`config.mk`:
```
export PLATFORM = sky130hd
export DESIGN_NAME = ising_metropolis_spin_update
export DESIGN_NICKNAME = d
export VERILOG_FILES = /design/src/sv/imsu_pkg.sv /design/src/sv/imsu_ram.sv /design/src/sv/imsu_rows.sv /design/src/sv/imsu_update.sv /design/src/sv/ising_metropolis_spin_update.sv
export SDC_FILE = /design/constraint.sdc
export NUM_CORES = 2
export LEC_CHECK = 0
export ABC_AREA = 1
export BUFFER_PORTS_ARGS = -buffer_cell sky130_fd_sc_hd__buf_2
export CAP_MARGIN = 20
export CORE_MARGIN = 2
export CORE_UTILIZATION = 28
export CTS_CLUSTER_DIAMETER = 80
export DETAILED_ROUTE_END_ITERATION = 10
export PLACE_DENSITY_LB_ADDON = 0.12
export SLEW_MARGIN = 30
export SYNTH_ARGS = -nofsm -noshare
export SYNTH_HDL_FRONTEND = slang
export SYNTH_SLANG_ARGS = --single-unit
export TNS_END_PERCENT = 30
```
`constraint.sdc`:
```
create_clock -name clock -period 12.3 [get_ports clock]
set_clock_uncertainty 0.15 [all_clocks]
set_input_delay 0 -clock clock [delete_from_list [all_inputs] [get_ports clock]]
set_output_delay 0 -clock clock [all_outputs]
set_load 0.01 [all_outputs]
```
`src/sv/imsu_pkg.sv`:
```
// ----------------------------------------------------------------------------
// imsu_pkg
// Shared types, constants and helpers for the Ising Metropolis spin update.
// ----------------------------------------------------------------------------
package imsu_pkg;

   localparam int SIDE_DEFAULT = 32;

   localparam int COORD_W   = 5;
   localparam int RND_W     = 12;
   localparam int THR_W     = 12;
   localparam int THR_REG_W = 60;

   localparam int MAG_OUT_W  = 12;
   localparam int BOND_OUT_W = 13;

   localparam int REQ_TDATA_W = 24;
   localparam int RSP_TDATA_W = 40;

   localparam int CSR_INDEX_W = 2;
   localparam logic [CSR_INDEX_W-1:0] CSR_ACCEPT_UP   = 2'd0;
   localparam logic [CSR_INDEX_W-1:0] CSR_ACCEPT_DOWN = 2'd1;

   // A threshold of all ones means the flip is always taken.
   localparam logic [THR_W-1:0] THR_ALWAYS = 12'hFFF;

   typedef enum logic {
      REQ_UPDATE = 1'b0,
      REQ_SET    = 1'b1
   } req_kind_type;

   typedef struct packed {
      logic flip;
      logic new_spin;
   } upd_status_type;

   // Reduce a 5-bit coordinate modulo the lattice side by restoring
   // subtraction, one quotient bit per step.
   function automatic logic [COORD_W-1:0] coord_mod(input logic [COORD_W-1:0] v,
                                                   input int side);
      int rem;
      rem = int'(v);
      for (int k = COORD_W - 1; k >= 0; k--) begin
         if (rem >= (side << k)) begin
            rem = rem - (side << k);
         end
      end
      return COORD_W'(rem);
   endfunction

endpackage

```
`src/sv/imsu_ram.sv`:
```
// ----------------------------------------------------------------------------
// imsu_ram
// Generic single-write, single-read RAM with registered read data.
// ----------------------------------------------------------------------------
module imsu_ram #(
   parameter int WIDTH = 32,
   parameter int DEPTH = 32
) (
   input  logic                     clock,
   input  logic                     we,
   input  logic [$clog2(DEPTH)-1:0] waddr,
   input  logic [WIDTH-1:0]         wdata,
   input  logic                     re,
   input  logic [$clog2(DEPTH)-1:0] raddr,
   output logic [WIDTH-1:0]         rdata
);

   logic [WIDTH-1:0] mem_ff [DEPTH];
   logic [WIDTH-1:0] q_ff;

   always_ff @(posedge clock) begin
      if (we) begin
         mem_ff[waddr] <= wdata;
      end
      if (re) begin
         q_ff <= mem_ff[raddr];
      end
   end

   assign rdata = q_ff;

endmodule

```
`src/sv/imsu_rows.sv`:
```
// ----------------------------------------------------------------------------
// imsu_rows
// Spin lattice stored as whole rows in three RAM copies, one per row read.
// Row valid bits give the all +1 reset, and a same-edge write is forwarded.
// ----------------------------------------------------------------------------
module imsu_rows import imsu_pkg::*; #(
   parameter int SIDE  = SIDE_DEFAULT,
   parameter int ROW_W = $clog2(SIDE_DEFAULT)
) (
   input  logic             clock,
   input  logic             reset,
   input  logic             rd_en,
   input  logic [ROW_W-1:0] rd_row_up,
   input  logic [ROW_W-1:0] rd_row_mid,
   input  logic [ROW_W-1:0] rd_row_dn,
   input  logic             wr_en,
   input  logic [ROW_W-1:0] wr_row,
   input  logic [SIDE-1:0]  wr_data,
   output logic [SIDE-1:0]  row_up,
   output logic [SIDE-1:0]  row_mid,
   output logic [SIDE-1:0]  row_dn
);

   localparam int NPORT = 3;

   logic [ROW_W-1:0] rd_addr [NPORT];
   logic [SIDE-1:0]  ram_q   [NPORT];
   logic [SIDE-1:0]  row_q   [NPORT];

   logic [SIDE-1:0]  row_valid_ff, row_valid_in;
   logic [NPORT-1:0] fwd_sel_ff, fwd_sel_in;
   logic [NPORT-1:0] hit_ff, hit_in;
   logic [SIDE-1:0]  fwd_data_ff, fwd_data_in;

   assign rd_addr[0] = rd_row_up;
   assign rd_addr[1] = rd_row_mid;
   assign rd_addr[2] = rd_row_dn;

   for (genvar i = 0; i < NPORT; i++) begin : g_port
      imsu_ram #(
         .WIDTH (SIDE),
         .DEPTH (SIDE)
      ) u_ram (
         .clock (clock),
         .we    (wr_en),
         .waddr (wr_row),
         .wdata (wr_data),
         .re    (rd_en),
         .raddr (rd_addr[i]),
         .rdata (ram_q[i])
      );

      // A row never written still holds its reset pattern of all +1.
      assign row_q[i] = fwd_sel_ff[i] ? fwd_data_ff :
                        (hit_ff[i] ? ram_q[i] : {SIDE{1'b1}});
   end

   assign row_up  = row_q[0];
   assign row_mid = row_q[1];
   assign row_dn  = row_q[2];

   always_comb begin
      row_valid_in = row_valid_ff;
      if (wr_en) begin
         row_valid_in[wr_row] = 1'b1;
      end
      fwd_sel_in  = fwd_sel_ff;
      hit_in      = hit_ff;
      fwd_data_in = fwd_data_ff;
      if (rd_en) begin
         fwd_data_in = wr_data;
         for (int i = 0; i < NPORT; i++) begin
            fwd_sel_in[i] = wr_en && (wr_row == rd_addr[i]);
            hit_in[i]     = row_valid_ff[rd_addr[i]];
         end
      end
   end

   always_ff @(posedge clock) begin
      if (reset) begin
         row_valid_ff <= '0;
         fwd_sel_ff   <= '0;
         hit_ff       <= '0;
      end else begin
         row_valid_ff <= row_valid_in;
         fwd_sel_ff   <= fwd_sel_in;
         hit_ff       <= hit_in;
      end
      fwd_data_ff <= fwd_data_in;
   end

endmodule

```
`src/sv/imsu_update.sv`:
```
// ----------------------------------------------------------------------------
// imsu_update
// Metropolis decision and set logic for one site, with the new row image
// and the incrementally updated magnetization and bond totals.
// ----------------------------------------------------------------------------
module imsu_update import imsu_pkg::*; #(
   parameter int SIDE   = SIDE_DEFAULT,
   parameter int ROW_W  = $clog2(SIDE_DEFAULT),
   parameter int MAG_W  = 12,
   parameter int BOND_W = 13
) (
   input  req_kind_type             req_kind,
   input  logic [RND_W-1:0]         rnd,
   input  logic                     want,
   input  logic [ROW_W-1:0]         col,
   input  logic [ROW_W-1:0]         col_lt,
   input  logic [ROW_W-1:0]         col_rt,
   input  logic [SIDE-1:0]          row_up,
   input  logic [SIDE-1:0]          row_mid,
   input  logic [SIDE-1:0]          row_dn,
   input  logic [THR_REG_W-1:0]     thr_up,
   input  logic [THR_REG_W-1:0]     thr_down,
   input  logic signed [MAG_W-1:0]  mag_cur,
   input  logic signed [BOND_W-1:0] bond_cur,
   output upd_status_type           status,
   output logic [SIDE-1:0]          row_new,
   output logic signed [MAG_W-1:0]  mag_new,
   output logic signed [BOND_W-1:0] bond_new
);

   logic                 spin;
   logic [2:0]           up_count;
   logic [THR_REG_W-1:0] thr_reg;
   logic [THR_W-1:0]     thr;
   logic                 flip;
   logic [BOND_W-1:0]    bond_step;

   always_comb begin
      spin     = row_mid[col];
      // Number of +1 neighbours; the neighbour sum is 2*count-4.
      up_count = 3'(row_up[col]) + 3'(row_dn[col]) + 3'(row_mid[col_lt])
               + 3'(row_mid[col_rt]);
      thr_reg  = spin ? thr_up : thr_down;
      thr      = thr_reg[THR_W*up_count +: THR_W];

      case (req_kind)
         REQ_UPDATE: flip = (thr == THR_ALWAYS) || (rnd < thr);
         REQ_SET:    flip = (want != spin);
         default:    flip = 1'b0;
      endcase

      status.flip     = flip;
      status.new_spin = spin ^ flip;

      row_new      = row_mid;
      row_new[col] = spin ^ flip;

      // Bond change is -2*s*(2*count-4), i.e. s*(8-4*count).
      bond_step = BOND_W'({up_count, 2'b00});
      mag_new   = mag_cur;
      bond_new  = bond_cur;
      if (flip) begin
         if (spin) begin
            mag_new  = mag_cur - MAG_W'(2);
            bond_new = bond_cur + BOND_W'(8) - bond_step;
         end else begin
            mag_new  = mag_cur + MAG_W'(2);
            bond_new = bond_cur + bond_step - BOND_W'(8);
         end
      end
   end

endmodule

```
`src/sv/ising_metropolis_spin_update.sv`:
```
// A request is registered in the site stage, and its result in the response register.
// Throughput: one transaction per cycle while the response is not stalled; the
// spin rows come from a registered RAM read; a same-edge row write is forwarded.
// Reset (synchronous): row valid bits clear, so the lattice reads as all +1
// at once with no clearing pass; totals return to SIDE*SIDE and 2*SIDE*SIDE
// and both threshold registers to zero.
// ----------------------------------------------------------------------------
// ising_metropolis_spin_update
// Square Ising lattice with periodic wrap: Metropolis update or set of one
// site per transaction, returning running magnetization and bond sum.
// ----------------------------------------------------------------------------
module ising_metropolis_spin_update import imsu_pkg::*; #(
   parameter int SIDE = SIDE_DEFAULT
) (
   input  logic                   clock,
   input  logic                   reset,
   input  logic                   req_tvalid,
   output logic                   req_tready,
   // site_row[4:0], site_col[9:5], uniform_random[21:10], spin_value[22]
   input  logic [REQ_TDATA_W-1:0] req_tdata,
   // req_type[0]
   input  logic                   req_tuser,
   output logic                   rsp_tvalid,
   input  logic                   rsp_tready,
   // out_row[4:0], out_col[9:5], new_spin[10], flipped[11],
   // total_magnetization[23:12], total_bond_sum[36:24]
   output logic [RSP_TDATA_W-1:0] rsp_tdata,
   input  logic                   csr_we,
   input  logic [CSR_INDEX_W-1:0] csr_index,
   input  logic [THR_REG_W-1:0]   csr_wdata
);

   localparam int ROW_W  = $clog2(SIDE);
   localparam int SITES  = SIDE * SIDE;
   localparam int MAG_W  = $clog2(SITES) + 2;
   localparam int BOND_W = MAG_W + 1;
   localparam logic signed [MAG_W-1:0]  MAG_RESET  = MAG_W'(SITES);
   localparam logic signed [BOND_W-1:0] BOND_RESET = BOND_W'(2 * SITES);
   localparam logic [ROW_W-1:0]         LAST_IDX   = ROW_W'(SIDE - 1);
   localparam int PAD_W = RSP_TDATA_W - BOND_OUT_W - MAG_OUT_W - 2 - 2 * COORD_W;

   // Request decode and wrap.
   logic [ROW_W-1:0] in_row, in_row_up, in_row_dn;
   logic [ROW_W-1:0] in_col, in_col_lt, in_col_rt;
   logic             req_fire, s1_fire;

   // Site stage.
   logic             s1_valid_ff, s1_valid_in;
   req_kind_type     s1_kind_ff, s1_kind_in;
   logic [RND_W-1:0] s1_rnd_ff, s1_rnd_in;
   logic             s1_want_ff, s1_want_in;
   logic [ROW_W-1:0] s1_row_ff, s1_row_in;
   logic [ROW_W-1:0] s1_col_ff, s1_col_in;
   logic [ROW_W-1:0] s1_col_lt_ff, s1_col_lt_in;
   logic [ROW_W-1:0] s1_col_rt_ff, s1_col_rt_in;

   logic [SIDE-1:0]  row_up, row_mid, row_dn, row_new;
   upd_status_type   status;

   logic signed [MAG_W-1:0]  mag_ff, mag_in, mag_new;
   logic signed [BOND_W-1:0] bond_ff, bond_in, bond_new;
   logic [THR_REG_W-1:0]     thr_up_ff, thr_up_in, thr_down_ff, thr_down_in;

   logic                   rsp_valid_ff, rsp_valid_in;
   logic [RSP_TDATA_W-1:0] rsp_data_ff, rsp_data_in;

   always_comb begin
      in_row    = ROW_W'(coord_mod(req_tdata[4:0], SIDE));
      in_col    = ROW_W'(coord_mod(req_tdata[9:5], SIDE));
      in_row_up = (in_row == '0) ? LAST_IDX : in_row - ROW_W'(1);
      in_row_dn = (in_row == LAST_IDX) ? '0 : in_row + ROW_W'(1);
      in_col_lt = (in_col == '0) ? LAST_IDX : in_col - ROW_W'(1);
      in_col_rt = (in_col == LAST_IDX) ? '0 : in_col + ROW_W'(1);
   end

   assign s1_fire    = s1_valid_ff && (!rsp_valid_ff || rsp_tready);
   assign req_tready = !s1_valid_ff || s1_fire;
   assign req_fire   = req_tvalid && req_tready;

   always_comb begin
      s1_valid_in  = req_fire ? 1'b1 : (s1_fire ? 1'b0 : s1_valid_ff);
      s1_kind_in   = s1_kind_ff;
      s1_rnd_in    = s1_rnd_ff;
      s1_want_in   = s1_want_ff;
      s1_row_in    = s1_row_ff;
      s1_col_in    = s1_col_ff;
      s1_col_lt_in = s1_col_lt_ff;
      s1_col_rt_in = s1_col_rt_ff;
      if (req_fire) begin
         s1_kind_in   = req_kind_type'(req_tuser);
         s1_rnd_in    = req_tdata[21:10];
         s1_want_in   = req_tdata[22];
         s1_row_in    = in_row;
         s1_col_in    = in_col;
         s1_col_lt_in = in_col_lt;
         s1_col_rt_in = in_col_rt;
      end
   end

   imsu_rows #(
      .SIDE  (SIDE),
      .ROW_W (ROW_W)
   ) u_rows (
      .clock      (clock),
      .reset      (reset),
      .rd_en      (req_fire),
      .rd_row_up  (in_row_up),
      .rd_row_mid (in_row),
      .rd_row_dn  (in_row_dn),
      .wr_en      (s1_fire && status.flip),
      .wr_row     (s1_row_ff),
      .wr_data    (row_new),
      .row_up     (row_up),
      .row_mid    (row_mid),
      .row_dn     (row_dn)
   );

   imsu_update #(
      .SIDE   (SIDE),
      .ROW_W  (ROW_W),
      .MAG_W  (MAG_W),
      .BOND_W (BOND_W)
   ) u_update (
      .req_kind (s1_kind_ff),
      .rnd      (s1_rnd_ff),
      .want     (s1_want_ff),
      .col      (s1_col_ff),
      .col_lt   (s1_col_lt_ff),
      .col_rt   (s1_col_rt_ff),
      .row_up   (row_up),
      .row_mid  (row_mid),
      .row_dn   (row_dn),
      .thr_up   (thr_up_ff),
      .thr_down (thr_down_ff),
      .mag_cur  (mag_ff),
      .bond_cur (bond_ff),
      .status   (status),
      .row_new  (row_new),
      .mag_new  (mag_new),
      .bond_new (bond_new)
   );

   always_comb begin
      mag_in       = s1_fire ? mag_new : mag_ff;
      bond_in      = s1_fire ? bond_new : bond_ff;
      thr_up_in    = thr_up_ff;
      thr_down_in  = thr_down_ff;
      if (csr_we && (csr_index == CSR_ACCEPT_UP)) begin
         thr_up_in = csr_wdata;
      end
      if (csr_we && (csr_index == CSR_ACCEPT_DOWN)) begin
         thr_down_in = csr_wdata;
      end

      rsp_valid_in = s1_fire ? 1'b1 : (rsp_tready ? 1'b0 : rsp_valid_ff);
      rsp_data_in  = rsp_data_ff;
      if (s1_fire) begin
         rsp_data_in = {PAD_W'(0), BOND_OUT_W'(bond_new), MAG_OUT_W'(mag_new),
                        status.flip, status.new_spin,
                        COORD_W'(s1_col_ff), COORD_W'(s1_row_ff)};
      end
   end

   always_ff @(posedge clock) begin
      if (reset) begin
         s1_valid_ff  <= 1'b0;
         rsp_valid_ff <= 1'b0;
         mag_ff       <= MAG_RESET;
         bond_ff      <= BOND_RESET;
         thr_up_ff    <= '0;
         thr_down_ff  <= '0;
      end else begin
         s1_valid_ff  <= s1_valid_in;
         rsp_valid_ff <= rsp_valid_in;
         mag_ff       <= mag_in;
         bond_ff      <= bond_in;
         thr_up_ff    <= thr_up_in;
         thr_down_ff  <= thr_down_in;
      end
      s1_kind_ff   <= s1_kind_in;
      s1_rnd_ff    <= s1_rnd_in;
      s1_want_ff   <= s1_want_in;
      s1_row_ff    <= s1_row_in;
      s1_col_ff    <= s1_col_in;
      s1_col_lt_ff <= s1_col_lt_in;
      s1_col_rt_ff <= s1_col_rt_in;
      rsp_data_ff  <= rsp_data_in;
   end

   assign rsp_tvalid = rsp_valid_ff;
   assign rsp_tdata  = rsp_data_ff;

endmodule

```
==> summary.md <==
| Metric | Value |
|---|---|
| Gpl congestion | 0.9097 |
| Initial DRC Count | 10030 |
| Die X | 532.0 um |
| Buf/Inv on CP | 8 |
| CP Capture Type | register |
| Highest clock rate | 97.35 MHz |
| Register area | 40280 um2 |
| TritonRoute pass-1 iters | 7 |
| Design area | 90820 um2 |
| CP Data Arrival Time | 10.60 ns |
| First-pass GRT wire length | 531400 um |
| CP max stage cell | nor2_1 |
| Peak VDD IR | 94.89 uV |
| Syn Area/Cell | 8.523 um2 |
| Placed inst area | 82430 um2 |
| Rows | 193 |
| # IOs | 134 |
| FFs w/ async S/R, synth | 0% |
| Final period util | 83.52% |
| IO Port Bufs | 126 |
| Routed wire length per instance | 29.21 um |
| Mapped Area | 78070 um2 |
| WP data required | 12.63 ns |
| Combinational power share | 19.4% |
| Initial core utilization | 28.19% |
| CTS max path bufs | 4 |
| Hold Vio Cnt, Final | 0 |
| Layout cell share with drive strength beyond 1 | 7.696% |
| Pint | 9.223 mW |
| Status | finished, final reports clean |
| Post-Syn Instances | 9160 |
| Setup bufs post-CTS | 0 |
| Register bit total from synthesis | 1402 |
| Minimum hold slack | 0.05991 ns |
| Max Cap Viol | 0 |
| Slew @ Worst Pin | 1.063 ns |
| Antenna violations before repair | 18 |
| Final net count | 9258 |
| Die Ht | 532.0 um |
| Post-synth EDFFs | 1220 |
| DP HPWL | 211100 um |
| GRT Total Usage | 25.64% |
| Core footprint | 277000 um2 |
| Sum Neg Setup Slack | 0 ns |
| PD cells | 148.9 nW/um2 |
| Largest net degree at the start of global routing | 175 |
| RSZ-0062 raised after global routing | no |
| DP Worst Slack | 2.195 ns |
| CTS clk-pin slew, worst paths | 0.06 ns |
| Post-DRT Antenna Nets | 0 |
| Yosys warns | 0 |
| Max transition margin | 29.11% |
| Die Area | 283100 um2 |
| Clock Latency Late Sink | 0.88 ns |
| Min Tclk post-route | 10.27 ns |
| Sequential area share after synthesis | 51.59% |
| Vias/cell | 5.816 |
| Net switching power | 4.298 mW |
| Gr ovfl total | 0 |
| Area growth syn-to-layout | 16.34% |
| Switching Share | 31.79% |
| Multi-input logic area | 32450 um2 |
| Leak | 31.06 nW |
| Vias in the first global route | 71160 |
| Hold buffer count at cts | 240 |
| Clk sinks | 1402 |
| CTS resizes | 0 |
| Critical Path Start Type | register |
| Hold Crit Class | in -> reg |
| Clock power share | 40.4% |
| CTS H-tree lvls | 4 |
| Cell variety after synth | 54 |
| Final number of max-transition violations | 0 |
| CP delay by family, top | buffers and inverters |
| CTS tree | yes |
| Post-synth top flop | edfxtp_1 |
| Setup ws final | 2.028 ns |
| Setup violators final | 0 |
| Routed wire length | 379300 um |
| Fill cells | 28420 |
| DR vias | 75520 |
| Final core occ | 32.79% |
| CP Class | reg -> reg |
| Seq pwr share | 40.3% |
| TritonCTS Buffers | 183 |
| Number of remaining DRC errors | 0 |
| Root Buffer | clkbuf_16 |
| Worst path most repeated cell | inv_1 |
| Max FO, Critical Path | 37 |
| Largest stage delay, worst path | 0.86 ns |
[metrics by stage]
step,power [mW],instances
floorplan,7.017,9165
global placement,8.065,12390
detailed placement,8.056,12390
CTS,13.58,12970
global route,14.00,12970
finish,13.52,12980
[logic make-up (layout without fill, tap and decap cells)]
kind of cell	after synthesis	count (layout)	share of synthesized area, %
AOI/OAI and AO/OA	3599	3599	26.39
xor gates and xnor gates	32	32	0.3590
adders and majority gates	52	52	0.8719
DFF	1402	1402	51.59
buffers and inverters	1464	1564	7.179
other	1	20	0.004804
muxes	2	2	0.02564
and+or+nand+nor	2608	2608	13.58
[placed cells by master (no fill, tap or decap), drive strengths merged, types with 52 or more instances in the layout]
master	count
inv	637
edfxtp	1220
dlygate4sd3	240
nand2	934
o221ai	156
a31oi	104
o21ai	1830
buf	328
clkinv	107
o211ai	468
clkbuf	223
o311ai	57
o22ai	92
nand3	410
a21oi	779
dfxtp	182
nand4	52
nor2	1159
[cells in the mapped netlist, types with 15 or more instances]
library cell / n / share of area (%)
nor3_1: 15 / 0.096
o22ai_1: 92 / 0.74
xor2_1: 21 / 0.24
buf_1: 103 / 0.50
a31oi_1: 104 / 0.83
nand4_1: 52 / 0.42
inv_1: 644 / 3.1
o311ai_0: 57 / 0.64
nand3_1: 410 / 2.6
or2_2: 21 / 0.17
a21oi_1: 778 / 5.0
nor2_1: 1157 / 5.6
o211ai_1: 468 / 4.5
buf_4: 15 / 0.14
a211oi_1: 36 / 0.35
o221ai_1: 156 / 1.8
a311oi_1: 22 / 0.25
edfxtp_1: 1220 / 47
ha_1: 48 / 0.77
nand2_1: 927 / 4.5
buf_2: 28 / 0.18
clkbuf_1: 655 / 3.1
o21ai_0: 1794 / 12
dfxtp_1: 182 / 4.7
a221oi_1: 18 / 0.20
o21ai_1: 36 / 0.23
[layout make-up]
type                            count  share of cell area [%]
Tap cell                         3705                   5.104
Clock buffer                      223                   5.276
Timing Repair Buffer              568                   5.389
Multi-Input combinational cell   6299                   35.73
Sequential cell                  1402                   44.35
Clock inverter                    113                   1.245
Inverter                          660                   2.868
Antenna cell                       14                 0.03857
[layer usage]
layer  global-route usage, %  share of wire [%]  routed length (um)  up-vias
li1                        -                  -                   -    32990
met1                   35.41                 43              163300    37160
met4                   10.65                4.3               16470        4
met5                       0             0.0074                  28        -
met3                   4.645                9.1               34700      890
met2                   39.28                 43              164700     4481
[power groups by stage]
stage,logic [mW],registers [mW],clock network (mW)
CTS,2.59,5.44,5.56
floorplan,1.53,5.48,0
finish,2.62,5.44,5.46
global placement,2.52,5.54,0
global route,2.82,5.45,5.74
detailed placement,2.52,5.54,0
[tightest hold or removal path, cell delays in order]
cell and delay (ns):
dlygate4sd3_1 0.56, buf_2 0.17, nand3_1 0.10, a21oi_1 0.08
[worst paths after layout]
path	start	cells after the start	end	slack, ns
worst max-delay path	s1_col_ff[0]	29	u_rows.g_port[1].u_ram.mem_ff[27][22]	2.03
worst min-delay path	req_tdata[5]	4	s1_col_rt_ff[3]	0.06
worst max register to register	s1_col_ff[0]	29	u_rows.g_port[1].u_ram.mem_ff[27][22]	2.03
worst min register to register	u_rows.row_valid_ff[14]	2	u_rows.row_valid_ff[14]	0.32
[sequential cells by signal (all words and copies together) (netlist names)]
signal                      flops
bond_ff                        11
s1_row_ff                       5
s1_col_rt_ff                    5
s1_valid_ff                     1
mag_ff                         11
s1_col_lt_ff                    5
thr_down_ff                    60
s1_kind_ff                      1
u_rows.hit_ff                   3
s1_rnd_ff                      12
u_rows.row_valid_ff            32
s1_want_ff                      1
u_rows.fwd_data_ff             32
u_rows.fwd_sel_ff               3
u_rows.g_port.u_ram.mem_ff   1024
rsp_tdata                      34
rsp_tvalid                      1
u_rows.g_port.u_ram.rdata      96
s1_col_ff                       5
thr_up_ff                      60
Power figures use the tool's default switching activity.
